**src/rtl/core/hes_pkg.sv**
```systemverilog
`timescale 1ns / 1ps
package hes_pkg;

   // Field widths
   localparam int unsigned HEIGHT_BITS    = 16;
   localparam int unsigned SIDE_BITS      = 9;
   localparam int unsigned THR_BITS       = 15;
   localparam int unsigned CSR_DATA_BITS  = THR_BITS;
   localparam int unsigned CSR_INDEX_BITS = 2;

   // Default frame limit
   localparam int unsigned MAX_SIDE_DEFAULT = 256;

   // Register reset values
   localparam logic [SIDE_BITS-1:0] SIDE_RESET = SIDE_BITS'(256);
   localparam logic [THR_BITS-1:0]  THR_RESET  = THR_BITS'(256);

   // Register indexes
   localparam logic [CSR_INDEX_BITS-1:0] CSR_SIDE_X   = CSR_INDEX_BITS'(0);
   localparam logic [CSR_INDEX_BITS-1:0] CSR_SIDE_Y   = CSR_INDEX_BITS'(1);
   localparam logic [CSR_INDEX_BITS-1:0] CSR_DROP_THR = CSR_INDEX_BITS'(2);

   // Item opcodes
   localparam logic OP_SAMPLE = 1'b0;
   localparam logic OP_DRAIN  = 1'b1;

   typedef struct packed {
      logic                          opcode;
      logic signed [HEIGHT_BITS-1:0] height_in;
   } hes_req_type;

   typedef struct packed {
      logic signed [HEIGHT_BITS-1:0] height_out;
      logic                          frame_last;
   } hes_rsp_type;

   // Decoded item handed from the frame control to the erode stage
   typedef struct packed {
      logic                          go;        // item enters the erode stage
      logic                          drain;     // drain of a last-row cell
      logic                          has_out;   // item produces a result
      logic                          erodable;  // cell lies in the eroded interior
      logic                          last;      // final cell of the frame
      logic signed [HEIGHT_BITS-1:0] sample;    // raw sample (lower neighbor)
   } hes_stage_type;

endpackage

```
**src/rtl/core/hes_erode_stage.sv**
```systemverilog
`timescale 1ns / 1ps
module hes_erode_stage #(
   parameter int unsigned MAX_SIDE = hes_pkg::MAX_SIDE_DEFAULT,
   localparam int unsigned ADDR_W = $clog2(MAX_SIDE + 2)
) (
   input  logic                                    clock,
   input  logic                                    reset,
   input  logic                                    req_fire,
   input  hes_pkg::hes_stage_type                  entry,
   input  logic [ADDR_W-1:0]                       entry_col,
   input  logic [hes_pkg::THR_BITS-1:0]            drop_thr,
   input  logic signed [hes_pkg::HEIGHT_BITS-1:0]  raw_rd_data,
   input  logic signed [hes_pkg::HEIGHT_BITS-1:0]  up_rd_data,
   output logic                                    take_ok,
   output logic                                    up_wr_en,
   output logic [ADDR_W-1:0]                       up_wr_addr,
   output logic signed [hes_pkg::HEIGHT_BITS-1:0]  up_wr_data,
   input  logic                                    rsp_ready,
   output logic                                    rsp_valid,
   output hes_pkg::hes_rsp_type                    rsp_data
);
   import hes_pkg::*;

   localparam int unsigned DROP_W =
      ((HEIGHT_BITS > THR_BITS) ? HEIGHT_BITS : THR_BITS + 1) + 1;

   typedef logic signed [DROP_W-1:0] drop_type;

   function automatic drop_type widen(input logic signed [HEIGHT_BITS-1:0] v);
      return drop_type'({{(DROP_W-HEIGHT_BITS){v[HEIGHT_BITS-1]}}, v});
   endfunction

   logic                          s1_valid_ff, s1_valid_in;
   hes_stage_type                 s1_ff, s1_in;
   logic [ADDR_W-1:0]             s1_col_ff, s1_col_in;
   logic signed [HEIGHT_BITS-1:0] cur_ff, cur_in;
   logic signed [HEIGHT_BITS-1:0] left_ff, left_in;
   logic                          rsp_valid_ff, rsp_valid_in;
   hes_rsp_type                   rsp_data_ff, rsp_data_in;

   drop_type                      cur_x;
   drop_type                      thr_x;
   drop_type                      drop_l, drop_r, drop_d, drop_u;
   drop_type                      max_lr, max_du, best;
   drop_type                      lowered;
   logic                          hit;
   logic signed [HEIGHT_BITS-1:0] cell_value;
   logic signed [HEIGHT_BITS-1:0] out_value;
   logic                          out_free;
   logic                          s1_adv;
   logic                          emit;

   // Four drops against left/upper eroded and right/lower raw neighbors
   always_comb begin
      cur_x   = widen(cur_ff);
      thr_x   = drop_type'({{(DROP_W-THR_BITS){1'b0}}, drop_thr});
      drop_l  = cur_x - widen(left_ff);
      drop_r  = cur_x - widen(raw_rd_data);
      drop_d  = cur_x - widen(s1_ff.sample);
      drop_u  = cur_x - widen(up_rd_data);
      max_lr  = (drop_l > drop_r) ? drop_l : drop_r;
      max_du  = (drop_d > drop_u) ? drop_d : drop_u;
      best    = (max_lr > max_du) ? max_lr : max_du;
      hit     = s1_ff.erodable && (best > thr_x);
      lowered = cur_x - (best >>> 1);
      cell_value = hit ? lowered[HEIGHT_BITS-1:0] : cur_ff;
      out_value  = s1_ff.drain ? raw_rd_data : cell_value;
   end

   // Flow control: output register parts the two sides
   always_comb begin
      out_free = !rsp_valid_ff || rsp_ready;
      s1_adv   = s1_valid_ff && (!s1_ff.has_out || out_free);
      take_ok  = !s1_valid_ff || s1_adv;
      emit     = s1_adv && s1_ff.has_out;
   end

   // Eroded cell goes back into the eroded line
   assign up_wr_en   = emit && !s1_ff.drain;
   assign up_wr_addr = s1_col_ff;
   assign up_wr_data = cell_value;

   // Next state
   always_comb begin
      s1_valid_in = s1_valid_ff;
      s1_in       = s1_ff;
      s1_col_in   = s1_col_ff;
      if (req_fire && entry.go) begin
         s1_valid_in = 1'b1;
         s1_in       = entry;
         s1_col_in   = entry_col;
      end else if (s1_adv) begin
         s1_valid_in = 1'b0;
      end

      // Read-ahead value becomes the next cell; this result the next left
      cur_in  = cur_ff;
      left_in = left_ff;
      if (s1_adv && !s1_ff.drain) begin
         cur_in  = raw_rd_data;
         left_in = cell_value;
      end

      rsp_valid_in = rsp_valid_ff;
      rsp_data_in  = rsp_data_ff;
      if (emit) begin
         rsp_valid_in           = 1'b1;
         rsp_data_in.height_out = out_value;
         rsp_data_in.frame_last = s1_ff.last;
      end else if (rsp_ready) begin
         rsp_valid_in = 1'b0;
      end
   end

   always_ff @(posedge clock) begin
      if (reset) begin
         s1_valid_ff  <= 1'b0;
         rsp_valid_ff <= 1'b0;
      end else begin
         s1_valid_ff  <= s1_valid_in;
         rsp_valid_ff <= rsp_valid_in;
      end
   end

   always_ff @(posedge clock) begin
      s1_ff       <= s1_in;
      s1_col_ff   <= s1_col_in;
      cur_ff      <= cur_in;
      left_ff     <= left_in;
      rsp_data_ff <= rsp_data_in;
   end

   assign rsp_valid = rsp_valid_ff;
   assign rsp_data  = rsp_data_ff;

   // Erosion only ever lowers a cell
   assert property (@(posedge clock) disable iff (reset)
      s1_valid_ff && s1_ff.erodable |-> cell_value <= cur_ff)
      else $error("eroded cell above its original height");

endmodule

```
**config.mk**
```make
export PLATFORM = sky130hd
export DESIGN_NAME = hes_erode_stage
export DESIGN_NICKNAME = d
export VERILOG_FILES = /design/src/rtl/core/hes_pkg.sv /design/src/rtl/core/hes_erode_stage.sv
export SDC_FILE = /design/constraint.sdc
export NUM_CORES = 1
export LEC_CHECK = 0
export ABC_CLOCK_PERIOD_IN_PS = 14700
export BUFFER_PORTS_ARGS = -buffer_cell sky130_fd_sc_hd__buf_2
export CAP_MARGIN = 15
export CORE_UTILIZATION = 45
export CTS_CLUSTER_SIZE = 25
export DETAILED_ROUTE_END_ITERATION = 10
export PLACE_DENSITY_LB_ADDON = 0.2
export SLEW_MARGIN = 40
export SYNTH_ARGS = -nofsm -noshare
export SYNTH_HDL_FRONTEND = slang
export SYNTH_SLANG_ARGS = --single-unit
```
**constraint.sdc**
```tcl
create_clock -name clock -period 14.7 [get_ports clock]
set_clock_uncertainty 0.05 [all_clocks]
set_input_delay 2.205 -clock clock [delete_from_list [all_inputs] [get_ports clock]]
set_output_delay 2.205 -clock clock [all_outputs]
set_load 0.1 [all_outputs]
```
==> metrics <==
Post-synth EDFFs=78; Root Buffer=clkbuf_16; total power=2.31 mW; Netlist cell types=83; hold path start=s1_ff[16]$_DFFE_PP_; worst hold slack=0.377 ns; Global Route Usage Sum=23.7%; die area=20,800 sq um; clk_lat worst skew=0.36 ns; first-pass iteration count of the detailed router=6; P_int=1.03 mW; Final Hold Fails=0; capture point of the worst reg-to-reg path=left_ff[14]$_DFFE_PP_; Power Density=218 nW/um^2; R2R depth=46; Vias per Instance=5.53; Worst R2R Start=cur_ff[1]$_DFFE_PP_; syn_nets=1,278; r2r setup slk=3.98 ns; DR vias=8,027; worst path arrival time=11.87 ns; most common flop cell mapped by yosys=edfxtp_1; Clock power frac=10.3%; WP data required=12.44 ns; TritonCTS Buffers=9; clock-pin slew on the worst setup and hold paths=0.06 ns; Final #Nets=1,409; via count of the first global-routing pass=7,585; n_diodes=0; # fillers=1,940; outcome=finished, final reports clean; CTS tree=yes; global-route wire length before repair=37,800 um; maximum clock rate=70.8 MHz; leak pwr=5.00 nW; Starting Density=46.4%; Mapped Area=9120 sq um; Worst Hold End=rsp_data[0]$_DFFE_PP_; Port-buffer cells=125; Sw Share=55.2%; Post-Syn Instances=1,051; worst setup path startpoint=raw_rd_data[1]; Placeable Area=19,700 sq um; Critical Path Slowest Stage Cell=mux2_4; Min-Delay Path Depth=0; Rel. slew slack=63.3%; crit path max fanout=27; num rows=51; H-tree depth reported by CTS=3; gr ovfl total=0; final setup vio count=0; initial antenna violation count=0; combinational power share=77.2%; layout cell share with drive strength beyond 1=17.6%; Most common cell on crit path=o21a_1; CTS Hold Bufs=0; worst hold path class=register to register; ANT nets after route=0; Post-Route WL=24,300 um; Worst path max stage delay=0.42 ns; clk buf depth=2; WL per Instance=16.7 um; I/O Pins=126; maximum VDD drop=234 uV; post-synthesis register bit count=80; post-synthesis sequential area ratio=26.1%; Yosys Warn Count=0; Critical Path Sink Type=output pin; drc violations=0; Final Max Tran Viols=0; Net Switching=1.27 mW; Flop pwr share=12.5%; final cycle utilization of the critical path=96.1%; Die H=144 um; Area Growth Syn to Fin=15.9%; crit path kind=primary input to output pin; Sink Count=80; synthesized area per cell=8.68 sq um; Worst Setup Start Kind=primary input; HPWL after DPL=19,300 um; Tmin final=14.13 ns; RD Place Congestion=0.905; Die Wd=144 um; asr flop ratio synth=0%; initial drt markers=446; max_cap viols=0; worst-margin pin slew=0.549 ns; largest net degree at the start of global routing=31
==> critical path: cells and delay by family <==
kind	cells	cell delay (ns)
AO/OA/AOI/OAI	27	5.08
AND/OR/NAND/NOR	9	1.41
adder cells (fa/ha/maj)	4	1.15
multiplexers	3	0.96
buffers and inverters	7	0.84
XOR/XNOR	1	0.20
==> layout by cell type (no fill, tap or decap), types with 18 or more instances in the layout <==
cell / count
nand2b_1: 20
a21oi_1: 97
buf_2: 109
edfxtp_1: 78
xor2_1: 19
nor2b_1: 25
inv_1: 130
nand3_1: 18
a21o_1: 31
ha_1: 141
xnor2_1: 37
nor3_1: 20
o21a_1: 18
nor2_1: 91
a31oi_1: 21
o21ai_0: 35
nand2_1: 37
==> cell type report <==
cell class,instances,area (sq um),share of cell area (%)
multi-input combinational,821,6220,58.8
sequential,80,2380,22.5
timing repair buffer,140,853,8.07
inverter,130,488,4.62
tap,265,332,3.14
clock buffer,10,229,2.17
clock inverter,6,67.6,0.639
==> state kept, by name, summed over array words and instances (netlist names) <==
| signal | cells |
|---|---|
| rsp_valid | 1 |
| s1_valid_ff | 1 |
| s1_ff | 20 |
| cur_ff | 16 |
| rsp_data | 17 |
| left_ff | 16 |
| up_wr_addr | 9 |
==> metal layers <==
metal	track usage [%]	wire (um)	vias up
met5	0	0	-
met1	31.7	11600	3711
met4	6.04	437	0
li1	-	-	4104
met2	40.0	11300	191
met3	3.15	948	21
==> logic make-up (layout without fill, tap and decap cells) <==
family	count (synthesis)	after routing	synth area share [%]
compound gates	331	331	24.9
simple gates	279	279	15.6
buf+inv	150	286	6.43
fa+ha+maj	147	147	20.6
flops	80	80	26.1
xor+xnor	56	56	5.38
mux	8	8	1.06
==> worst max-delay path by stage <==
stage,to
after floorplan,up_wr_data[0]
after global placement,up_wr_data[3]
after detailed placement,up_wr_data[0]
after CTS,up_wr_data[0]
after global routing,up_wr_data[14]
final,up_wr_data[14]
==> metrics by stage <==
step / area, sq um / setup TNS [ns] / util, % / cells / setup WS [ns]
3_5_place_dp: 10100 / 0 / 51.5 / 1431 / 0.166
6_report: 10600 / 0 / 53.8 / 1452 / 0.573
2_1_floorplan: 9120 / 0 / - / 1051 / 0.248
3_3_place_gp: 10100 / 0 / 51.5 / 1431 / 0.404
4_1_cts: 10400 / 0 / 53.0 / 1447 / 0.110
5_1_grt: 10600 / -2.58 / 53.8 / 1452 / -0.198
==> synth_stat cells, drive strengths merged (13+ instances only) <==
master	instances	area, sq um
nand2	38	143
inv	130	488
o21a	18	135
a21oi	100	512
nor2	92	348
xnor2	37	324
nor2b	25	156
nand3	18	90.1
nand2b	20	125
nor3	21	110
clkbuf	13	48.8
ha	141	1760
a22oi	13	97.6
a31oi	21	131
o21ai	58	332
xor2	19	166
edfxtp	78	2340
a21o	32	241
==> timing repair <==
item	4_1_cts	5_1_grt
buffers inserted	0	5
endpoints found under the setup margin	0	16
gates resized for setup	0	36
==> power by group through the flow <==
stage	registers, mW	clock network, mW	logic, mW
after floorplan	0.318	0	1.31
after global placement	0.292	0	1.70
after detailed placement	0.293	0	1.71
after CTS	0.288	0.244	1.72
after global routing	0.289	0.251	1.94
final	0.287	0.238	1.78
(Power assumes the default switching activity.)
