$ cat config.mk
export PLATFORM = sky130hd
export DESIGN_NAME = hes_frame_ctrl
export DESIGN_NICKNAME = d
export VERILOG_FILES = /design/src/rtl/core/hes_pkg.sv /design/src/rtl/core/hes_frame_ctrl.sv
export SDC_FILE = /design/constraint.sdc
export NUM_CORES = 1
export LEC_CHECK = 0
export BUFFER_PORTS_ARGS = -buffer_cell sky130_fd_sc_hd__buf_2
export CORE_ASPECT_RATIO = 1.2
export CORE_MARGIN = 2
export CORE_UTILIZATION = 40
export CTS_CLUSTER_DIAMETER = 200
export DETAILED_ROUTE_END_ITERATION = 12
export PLACE_DENSITY = 0.63
export SLEW_MARGIN = 20
export SYNTH_ARGS = -nofsm -noshare
export SYNTH_HDL_FRONTEND = slang
export SYNTH_SLANG_ARGS = --single-unit
$ cat constraint.sdc
create_clock -name clock -period 4.4 [get_ports clock]
set_input_delay 0 -clock clock [delete_from_list [all_inputs] [get_ports clock]]
set_output_delay 0 -clock clock [all_outputs]
set_load 0.05 [all_outputs]
$ cat src/rtl/core/hes_pkg.sv
`timescale 1ns / 1ps
package hes_pkg;

   // Field widths
   localparam int unsigned HEIGHT_BITS    = 16;
   localparam int unsigned SIDE_BITS      = 9;
   localparam int unsigned THR_BITS       = 15;
   localparam int unsigned CSR_DATA_BITS  = THR_BITS;
   localparam int unsigned CSR_INDEX_BITS = 2;

   // Default frame limit
   localparam int unsigned MAX_SIDE_DEFAULT = 256;

   // Register reset values
   localparam logic [SIDE_BITS-1:0] SIDE_RESET = SIDE_BITS'(256);
   localparam logic [THR_BITS-1:0]  THR_RESET  = THR_BITS'(256);

   // Register indexes
   localparam logic [CSR_INDEX_BITS-1:0] CSR_SIDE_X   = CSR_INDEX_BITS'(0);
   localparam logic [CSR_INDEX_BITS-1:0] CSR_SIDE_Y   = CSR_INDEX_BITS'(1);
   localparam logic [CSR_INDEX_BITS-1:0] CSR_DROP_THR = CSR_INDEX_BITS'(2);

   // Item opcodes
   localparam logic OP_SAMPLE = 1'b0;
   localparam logic OP_DRAIN  = 1'b1;

   typedef struct packed {
      logic                          opcode;
      logic signed [HEIGHT_BITS-1:0] height_in;
   } hes_req_type;

   typedef struct packed {
      logic signed [HEIGHT_BITS-1:0] height_out;
      logic                          frame_last;
   } hes_rsp_type;

   // Decoded item handed from the frame control to the erode stage
   typedef struct packed {
      logic                          go;        // item enters the erode stage
      logic                          drain;     // drain of a last-row cell
      logic                          has_out;   // item produces a result
      logic                          erodable;  // cell lies in the eroded interior
      logic                          last;      // final cell of the frame
      logic signed [HEIGHT_BITS-1:0] sample;    // raw sample (lower neighbor)
   } hes_stage_type;

endpackage

$ cat src/rtl/core/hes_frame_ctrl.sv
`timescale 1ns / 1ps
module hes_frame_ctrl #(
   parameter int unsigned MAX_SIDE = hes_pkg::MAX_SIDE_DEFAULT,
   localparam int unsigned CNT_W  = $clog2(MAX_SIDE + 3),
   localparam int unsigned ADDR_W = $clog2(MAX_SIDE + 2)
) (
   input  logic                                    clock,
   input  logic                                    reset,
   input  logic                                    csr_wr_en,
   input  logic [hes_pkg::CSR_INDEX_BITS-1:0]      csr_index,
   input  logic [hes_pkg::CSR_DATA_BITS-1:0]       csr_wdata,
   input  logic                                    req_fire,
   input  hes_pkg::hes_req_type                    req_data,
   output hes_pkg::hes_stage_type                  entry,
   output logic [ADDR_W-1:0]                       entry_col,
   output logic [hes_pkg::THR_BITS-1:0]            drop_thr,
   output logic                                    raw_wr_en,
   output logic [ADDR_W-1:0]                       raw_wr_addr,
   output logic signed [hes_pkg::HEIGHT_BITS-1:0]  raw_wr_data,
   output logic                                    raw_rd_en,
   output logic [ADDR_W-1:0]                       raw_rd_addr,
   output logic                                    up_rd_en,
   output logic [ADDR_W-1:0]                       up_rd_addr
);
   import hes_pkg::*;

   // Clamp a written size to 3..MAX_SIDE
   function automatic logic [CNT_W-1:0] clamp_side(input logic [SIDE_BITS-1:0] v);
      logic [31:0] v_x;
      v_x = 32'(v);
      if (v_x < 32'd3) begin
         return CNT_W'(3);
      end else if (v_x > 32'(MAX_SIDE)) begin
         return CNT_W'(MAX_SIDE);
      end else begin
         return CNT_W'(v_x);
      end
   endfunction

   logic [CNT_W-1:0]    sx_ff, sx_in;
   logic [CNT_W-1:0]    sy_ff, sy_in;
   logic [THR_BITS-1:0] thr_ff, thr_in;
   logic [CNT_W-1:0]    col_ff, col_in;
   logic [CNT_W-1:0]    row_ff, row_in;
   logic [CNT_W-1:0]    drain_ff, drain_in;

   logic [CNT_W-1:0] w_size;
   logic [CNT_W-1:0] h_size;
   logic             is_drain;
   logic             sample_ok;
   logic             drain_ok;
   logic             col_wrap;
   logic             drain_last;
   logic [CNT_W-1:0] col_next;

   // Item decode against the frame position
   always_comb begin
      w_size     = sx_ff + CNT_W'(2);
      h_size     = sy_ff + CNT_W'(2);
      is_drain   = (req_data.opcode == OP_DRAIN);
      sample_ok  = !is_drain && (row_ff < h_size);
      drain_ok   = is_drain && (row_ff == h_size) && (drain_ff < w_size);
      col_wrap   = (col_ff == w_size - CNT_W'(1));
      drain_last = (drain_ff == w_size - CNT_W'(1));
      col_next   = col_wrap ? '0 : col_ff + CNT_W'(1);
   end

   // Stage entry: the cell one row up is finished by this sample
   always_comb begin
      entry.go       = sample_ok || drain_ok;
      entry.drain    = is_drain;
      entry.has_out  = drain_ok || (sample_ok && (row_ff != '0));
      entry.erodable = !is_drain && (row_ff >= CNT_W'(3)) && (row_ff <= sy_ff) &&
                       (col_ff >= CNT_W'(2)) && (col_ff < sx_ff);
      entry.last     = is_drain && drain_last;
      entry.sample   = req_data.height_in;
   end

   assign entry_col = col_ff[ADDR_W-1:0];
   assign drop_thr  = thr_ff;

   // Raw line: write this column, read the next (wraps to 0) or drain column
   assign raw_wr_en   = req_fire && sample_ok;
   assign raw_wr_addr = col_ff[ADDR_W-1:0];
   assign raw_wr_data = req_data.height_in;
   assign raw_rd_en   = req_fire && (sample_ok || drain_ok);
   assign raw_rd_addr = is_drain ? drain_ff[ADDR_W-1:0] : col_next[ADDR_W-1:0];

   // Eroded line: cell two rows up at this column
   assign up_rd_en   = req_fire && sample_ok;
   assign up_rd_addr = col_ff[ADDR_W-1:0];

   // Registers and position counters
   always_comb begin
      sx_in    = sx_ff;
      sy_in    = sy_ff;
      thr_in   = thr_ff;
      col_in   = col_ff;
      row_in   = row_ff;
      drain_in = drain_ff;
      if (csr_wr_en) begin
         unique case (csr_index)
            CSR_SIDE_X: begin
               sx_in    = clamp_side(csr_wdata[SIDE_BITS-1:0]);
               col_in   = '0;
               row_in   = '0;
               drain_in = '0;
            end
            CSR_SIDE_Y: begin
               sy_in    = clamp_side(csr_wdata[SIDE_BITS-1:0]);
               col_in   = '0;
               row_in   = '0;
               drain_in = '0;
            end
            CSR_DROP_THR: begin
               thr_in = csr_wdata[THR_BITS-1:0];
            end
            default: begin
            end
         endcase
      end else if (req_fire) begin
         if (drain_ok) begin
            if (drain_last) begin
               col_in   = '0;
               row_in   = '0;
               drain_in = '0;
            end else begin
               drain_in = drain_ff + CNT_W'(1);
            end
         end else if (sample_ok) begin
            col_in = col_next;
            if (col_wrap) begin
               row_in = row_ff + CNT_W'(1);
            end
         end
      end
   end

   always_ff @(posedge clock) begin
      if (reset) begin
         sx_ff    <= clamp_side(SIDE_RESET);
         sy_ff    <= clamp_side(SIDE_RESET);
         thr_ff   <= THR_RESET;
         col_ff   <= '0;
         row_ff   <= '0;
         drain_ff <= '0;
      end else begin
         sx_ff    <= sx_in;
         sy_ff    <= sy_in;
         thr_ff   <= thr_in;
         col_ff   <= col_in;
         row_ff   <= row_in;
         drain_ff <= drain_in;
      end
   end

   // Raw line read-ahead never collides with the write of the same transfer
   assert property (@(posedge clock) disable iff (reset)
      raw_rd_en && raw_wr_en |-> raw_rd_addr != raw_wr_addr)
      else $error("raw line read and write hit the same entry");

   // Draining only happens once the whole frame is in
   assert property (@(posedge clock) disable iff (reset)
      drain_ff != '0 |-> row_ff == h_size)
      else $error("drain count set before the frame is complete");

   // Column position stays inside the row
   assert property (@(posedge clock) disable iff (reset)
      col_ff < w_size)
      else $error("column counter past the row stride");

endmodule

==> results of run 1 <==
==> through the flow <==
step / setup WS, ps / power, W / hold slack [ps]
after floorplan: 985.3 / 0.0007765 / 136.0
after global placement: 732.7 / 0.0007403 / 0.4994
after detailed placement: 670.5 / 0.0007433 / 0.4994
after CTS: 663.5 / 0.001572 / 0.4994
after global routing: 377.7 / 0.001620 / 0.1217
final: 638.3 / 0.001563 / 0.02418
==> cells in the mapped netlist (10+ instances only) <==
cell | instances | share of area, %
xnor2_1 | 23 | 4.3
inv_1 | 31 | 2.5
nand2_1 | 97 | 7.7
dfxtp_1 | 60 | 25
nand4_1 | 10 | 1.3
nor2_1 | 41 | 3.3
o21ai_0 | 17 | 1.8
buf_4 | 53 | 8.4
a21oi_1 | 54 | 5.7
ha_1 | 43 | 11
nor2b_1 | 14 | 1.9
clkbuf_1 | 19 | 1.5
xor2_1 | 17 | 3.2
nand3_1 | 20 | 2.1
o31ai_1 | 13 | 2.1
==> path summary, 6_finish.rpt <==
| kind | start | endpoint | slack (ps) | cells after the start |
|---|---|---|---|---|
| hold reg to reg | drop_thr[11] | drop_thr[11] | 460 | 2 |
| hold / removal | req_data[5] | raw_wr_data[5] | 0.02 | 0 |
| setup / recovery | sx_ff[5] | drain_ff[8] | 640 | 12 |
| setup reg to reg | sx_ff[5] | drain_ff[8] | 640 | 12 |
==> repair_timing <==
| action | 4_1_cts | 5_1_grt |
|---|---|---|
| hold endpoints to repair | 14 | 0 |
| setup buffers | 0 | 0 |
| endpoints found under the setup margin | 0 | 0 |
| hold buffers | 14 | 0 |
==> kinds of logic (layout without fill, tap and decap cells) <==
family	count (synthesis)	count (layout)	synth area share, %
compound gates	123	123	16.15
buf+inv	109	143	13.18
fa+ha+maj	43	43	11.40
flops	60	60	25.46
xor+xnor	44	44	9.228
simple gates	235	235	24.16
mux	2	2	0.4243
==> layout make-up <==
class,count,share of cell area [%]
multi-input cells,447,54.56
flip-flops and latches,60,22.64
repair buffers,96,10.47
clock buffers,10,4.315
well taps,157,3.702
inverters,31,2.193
clock inverters,6,2.122
==> sequential cells by signal (all words and copies together) (netlist names) <==
name	flops
drain_ff	9
drop_thr	15
entry_col	9
row_ff	9
sx_ff	9
sy_ff	9
==> placed cells by master (no fill, tap or decap), drive strengths merged, types with 4 or more instances in the layout <==
master,synthesis,layout
a211o,4,4
dfxtp,60,60
a21oi,54,54
ha,43,43
nand2,97,97
nand4,10,10
o2111ai,6,6
nor4,7,7
and3,6,6
o21ai,20,20
dlygate4sd3,0,14
or4,5,5
or3,6,6
inv,31,31
o31ai,13,13
nand3,20,20
nor2,41,41
o21a,9,9
clkbuf,19,10
xor2,17,17
and2,6,6
nor3,9,9
a21o,4,4
buf,59,82
xnor2,24,24
nor2b,14,14
==> report_power, final <==
group          switching (W)  internal (W)  total [W]
combinational       0.000120     0.0000593   0.000180
sequential        0.00000984      0.000553   0.000563
clock               0.000266      0.000554   0.000820
total               0.000396       0.00117    0.00156
==> layer usage <==
| layer | vias up | routed length, um | global-route usage [%] |
|---|---|---|---|
| li1 | 2135 | - | - |
| met1 | 2048 | 5504 | 26.28 |
| met2 | 158 | 6172 | 35.27 |
| met3 | 18 | 865 | 4.240 |
| met4 | 0 | 258 | 6.250 |
| met5 | - | 0 | 0 |
==> worst reg2reg max path: stages, from the launching register on <==
cell      delay (ps)
dfxtp_1          520
nand4_1          160
nor4_1           340
xnor2_1          190
ha_1             240
or4b_1           530
a311oi_1         220
nand3_1          260
o21ai_1          490
and3_1           320
and3_1           190
xnor2_1          110
nor2_1            50
==> summary.txt, run 1 <==
Setup path
  – Critical Path AT: 3960 ps
  – Slowest-stage cell, CP: or4b_1
  – CP Capture Type: flop
  – Crit path max fanout: 9
  – CP top delay family: simple AND/OR/NAND/NOR gates
  – Kind of critical path: flop to flop
  – Worst path bufs/invs: 0
  – Worst Setup Start Kind: flop
  – Max stage delay on crit path: 530 ps
  – Worst EP required: 4600 ps
  – Critical-path cell list: nand4_1, nor4_1, xnor2_1, ha_1, or4b_1, a311oi_1, nand3_1, o21ai_1, and3_1, and3_1, xnor2_1, nor2_1

Finish
  – Layout net count: 726
  – Multi-input gate area: roughly 2900 sq um
  – Share of cells above drive strength 1: 15.85%
  – Layout Area Growth over Synthesis: 12.46%
  – Finished Layout Cells: 807
  – Final instance area: 5306 sq um
  – N_diodes: 0
  – Fillers: between 1000 and 1500
  – Seq. cell area: between 1000 and 1500 sq um
  – Final Util: 46.09%

Clocking
  – CTS H-Tree Depth: 3
  – CTS tree: yes
  – Clk_lat worst skew: roughly 330 ps
  – CTS resizes: 0
  – Max Root-Sink Buffers: 2
  – Root Buffer: clkbuf_16
  – TritonCTS Buffers: 9
  – Worst-path clk slew: around 50 ps
  – Clk sink count: 60

GRT
  – Global route overflow: 0
  – Global-route wire length before repair: roughly 20 mm
  – Initial antenna violation count: 0
  – Vias in the first global route: slightly above 4000
  – GRT Overall Usage: approximately a fifth
  – Pin count of the biggest net entering global routing: 50

Floorplan
  – Top Ports: 129
  – Number of cell rows: 43
  – Die ar.: about 13000 sq um
  – Starting Density: 40.98%
  – Die W: 103.1 um
  – Die Span Y: around 120 um
  – Core region area: 11510 sq um

Timing
  – Pins Over Slew Limit: 0
  – Final Skew: 5.574 ps
  – Final Cycle Share: 85.49%
  – Minimum clock period: 3762 ps
  – Hold Vio Cnt, Final: 0
  – Setup-failing EPs final: 0
  – Setup TNS: 0 ps
  – Worst slew pin tran: 940.1 ps
  – Achievable Freq: 0.2658 GHz
  – Max_slew headroom: 37.33%
  – RSZ-0062 raised after global routing: no

Route
  – Final WL: 12.80 mm
  – Via count: 4359
  – Routed len/inst: 15.86 um
  – DR vias/cell: about 5.4
  – Initial DRC Count: roughly 220
  – ANT nets after route: 0
  – Detailed Routing Iterations Pass 1: 5
  – Remaining DRCs: 0

Synthesis
  – Synth warnings: 0
  – Top FF cell, synth: dfxtp_1
  – Post-synth EDFFs: 0
  – Post-synthesis sequential area ratio: between 20 and 30%
  – Synth Register Bits: 60
  – Synth unique cells: 52
  – Avg Inst Size Synth: 7.660 sq um
  – Post-Syn Nets: 697
  – Synth async-reset ratio: 0%
  – Post-Syn Instances: 616
  – Synthesized area: 4718 sq um

Place
  – Placed Cells: 777
  – GP Congestion: 0.8808
  – Post-DP HPWL: ~9.5 mm
  – # port buffers: 80
  – Post-DP Area: slightly below 5000 sq um

Run
  – Max Cap Viol: 0

Power
  – VDD IR-drop max: 0.0002065 V
  – Power density cells: 294.5 nW/um^2
  – LEAKAGE: ~2.3 nW

Status
  – Status: finished clean

Min path
  – HP Class: primary input to output pin
Power figures use the tool's default switching activity.
==> run 2, diff against run 1 <==
Settings changed: BUFFER_PORTS_ARGS -buffer_cell sky130_fd_sc_hd__buf_2 to -buffer_cell sky130_fd_sc_hd__clkbuf_2.
==> summary.txt, run 2 (synthesized netlist as in run 1, its figures left out) <==
Status
  – Status: finished clean (unchanged)

Setup path
  – Kind of critical path: flop to flop (unchanged)
  – CP Capture Type: flop (unchanged)
  – Crit path max fanout: 8 (was 9)
  – Critical Path AT: 3750 ps (was 3960 ps)
  – Max stage delay on crit path: 470 ps (was 530 ps)
  – Slowest-stage cell, CP: dfxtp_1 (was or4b_1)
  – Critical-path cell list: ha_1, nand3_1, xnor2_1, ha_1, or3_1, o2111ai_1, nand3_1, o21ai_1, and3_1, and3_1, xnor2_1, nor2_1 (was nand4_1, nor4_1, xnor2_1, ha_1, or4b_1, a311oi_1, nand3_1, o21ai_1, and3_1, and3_1, xnor2_1, nor2_1)
  – Worst Setup Start Kind: flop (unchanged)
  – Worst EP required: 4600 ps (about the same)

Min path
  – HP Class: primary input to output pin (unchanged)

Finish
  – Layout Area Growth over Synthesis: 11.67% (was 12.46%)
  – Final instance area: 5269 sq um (was 5306 sq um)
  – Fillers: 1167 (was 1171)
  – Multi-input gate area: 2895 sq um (unchanged)
  – Max reg flops: 15 (unchanged)
  – Final Util: 45.76% (was 46.09%)
  – Most frequent cells in the layout: 97 x nand2_1, 80 x clkbuf_2, 60 x dfxtp_1 (was 97 x nand2_1, 80 x buf_2, 60 x dfxtp_1)
  – N_diodes: 0 (unchanged)
  – Commonest non-fill, non-tap cell in the layout: nand2_1 (unchanged)
  – Seq. cell area: 1201 sq um (unchanged)
  – Layout net count: 726 (unchanged)
  – Share of cells above drive strength 1: 15.85% (unchanged)

Power
  – Switching part of the total: 26.27% (was 25.35%)
  – Psw: 0.0003847 W (was 0.0003962 W)
  – Comb pwr share: 12.2% (was 11.5%)
  – LEAKAGE: 2.197 nW (was 2.257 nW)
  – Reg power frac: 38.5% (was 36.0%)
  – Clock share of power: 49.3% (was 52.5%)
  – VDD IR-drop max: 0.0001634 V (was 0.0002065 V)
  – Power density cells: 277.9 nW/um^2 (was 294.5 nW/um^2)
  – P_int: 0.001080 W (was 0.001167 W)

Run
  – Max Cap Viol: 0 (unchanged)

Route
  – Final WL: 12.28 mm (was 12.80 mm)
  – DR vias/cell: 5.306 (was 5.401)
  – Remaining DRCs: 0 (unchanged)
  – Detailed Routing Iterations Pass 1: 4 (was 5)
  – Via count: 4282 (was 4359)
  – ANT nets after route: 0 (unchanged)
  – Initial DRC Count: 159 (was 218)
  – Routed len/inst: 15.22 um (was 15.86 um)

Timing
  – Hold Vio Cnt, Final: 0 (unchanged)
  – Worst slew pin tran: 1055 ps (was 940.1 ps)
  – Setup-failing EPs final: 0 (unchanged)
  – Achievable Freq: 0.2812 GHz (was 0.2658 GHz)
  – Minimum clock period: 3556 ps (was 3762 ps)
  – Final Skew: 4.667 ps (was 5.574 ps)
  – Max_slew headroom: 29.69% (was 37.33%)
  – Final Cycle Share: 80.81% (was 85.49%)
  – Pins Over Slew Limit: 0 (unchanged)
  – RSZ-0062 raised after global routing: no (unchanged)
  – Setup TNS: 0 ps (unchanged)

GRT
  – Pin count of the biggest net entering global routing: 50 (unchanged)
  – Initial antenna violation count: 0 (unchanged)
  – Vias in the first global route: 4064 (was 4096)
  – GRT Overall Usage: 19.92% (was 20.73%)
  – Global-route wire length before repair: 19.76 mm (was 20.47 mm)
  – Global route overflow: 0 (unchanged)

Clocking
  – Root Buffer: clkbuf_16 (unchanged)
  – CTS resizes: 0 (unchanged)
  – Max Root-Sink Buffers: 2 (unchanged)
  – TritonCTS Buffers: 9 (unchanged)
  – Clk sink count: 60 (unchanged)
  – CTS H-Tree Depth: 3 (unchanged)
  – Clk_lat worst skew: 330 ps (about the same)
  – Worst-path clk slew: 60 ps (was 50 ps)
  – CTS tree: yes (unchanged)

Place
  – GP Congestion: 0.8951 (was 0.8808)
  – Post-DP Area: 4825 sq um (unchanged)
  – # port buffers: 80 (unchanged)
  – Post-DP HPWL: 9.214 mm (was 9.486 mm)

Floorplan
  – Die W: 103.1 um (unchanged)
  – Number of cell rows: 43 (unchanged)
  – Core region area: 11510 sq um (unchanged)
  – Die ar.: 12680 sq um (unchanged)
  – Starting Density: 40.98% (unchanged)
  – Top Ports: 129 (unchanged)
  – Die Span Y: 123.0 um (unchanged)
run 2: per-stage QoR:
| stage | instances | hold WS [ps] | setup slack (ps) | power (W) |
|---|---|---|---|---|
| detailed placement | 777 | 0.4994 | 903.7 | 0.0007423 |
| global placement | 777 | 0.4994 | 1016 | 0.0007395 |
| CTS | 807 | 0.4994 | 885.8 | 0.001471 |
| global route | 807 | 0.1217 | 482.9 | 0.001516 |
| finish | 807 | 0.02417 | 844.2 | 0.001464 |
| floorplan | 616 | 136.0 | 985.3 | 0.0007765 |
run 2: final cells by class:
type                    instances  share of cell area (%)
well taps                     157                   3.728
clock buffers                  12                   4.868
clock inverters                 4                  0.9024
flip-flops and latches         60                   22.80
repair buffers                 96                   10.54
multi-input cells             447                   54.95
inverters                      31                   2.209
run 2: critical path, delay by kind of cell, from the launching register on:
kind            cells  cell delay [ps]
compound gates      2              700
fa+ha+maj           2              580
xor+xnor            2              350
simple gates        6             1300
flops               1              470
run 2: power by group through the flow:
stage / sequential [W] / clock [W] / combinational [W]
after floorplan: 0.000590 / 0 / 0.000187
after global placement: 0.000574 / 0 / 0.000165
after detailed placement: 0.000575 / 0 / 0.000168
after CTS: 0.000563 / 0.000730 / 0.000178
final: 0.000563 / 0.000722 / 0.000179
after global routing: 0.000564 / 0.000755 / 0.000196
run 2: path summary, 6_finish.rpt:
kind	from	to	slack, ps	depth (start not counted)
min	req_data[5]	entry[5]	0.02	0
max reg2reg	sx_ff[1]	drain_ff[8]	840	12
min reg2reg	sy_ff[5]	sy_ff[5]	450	2
max	sx_ff[1]	drain_ff[8]	840	12
run 2: layer usage:
metal / vias to the layer above / routed length (um) / GRT usage [%] / part of all wire (%)
li1: 2133 / - / - / -
met1: 1961 / 5224 / 24.82 / 43
met2: 157 / 5833 / 33.44 / 47
met3: 31 / 819 / 3.731 / 6.7
met4: 0 / 404 / 8.470 / 3.3
met5: - / 0 / 0 / 0
run 2: what timing repair did:
item | CTS | global route
hold buffers | 14 | 0
buffers inserted | 0 | 0
endpoints found under the hold margin | 14 | 0
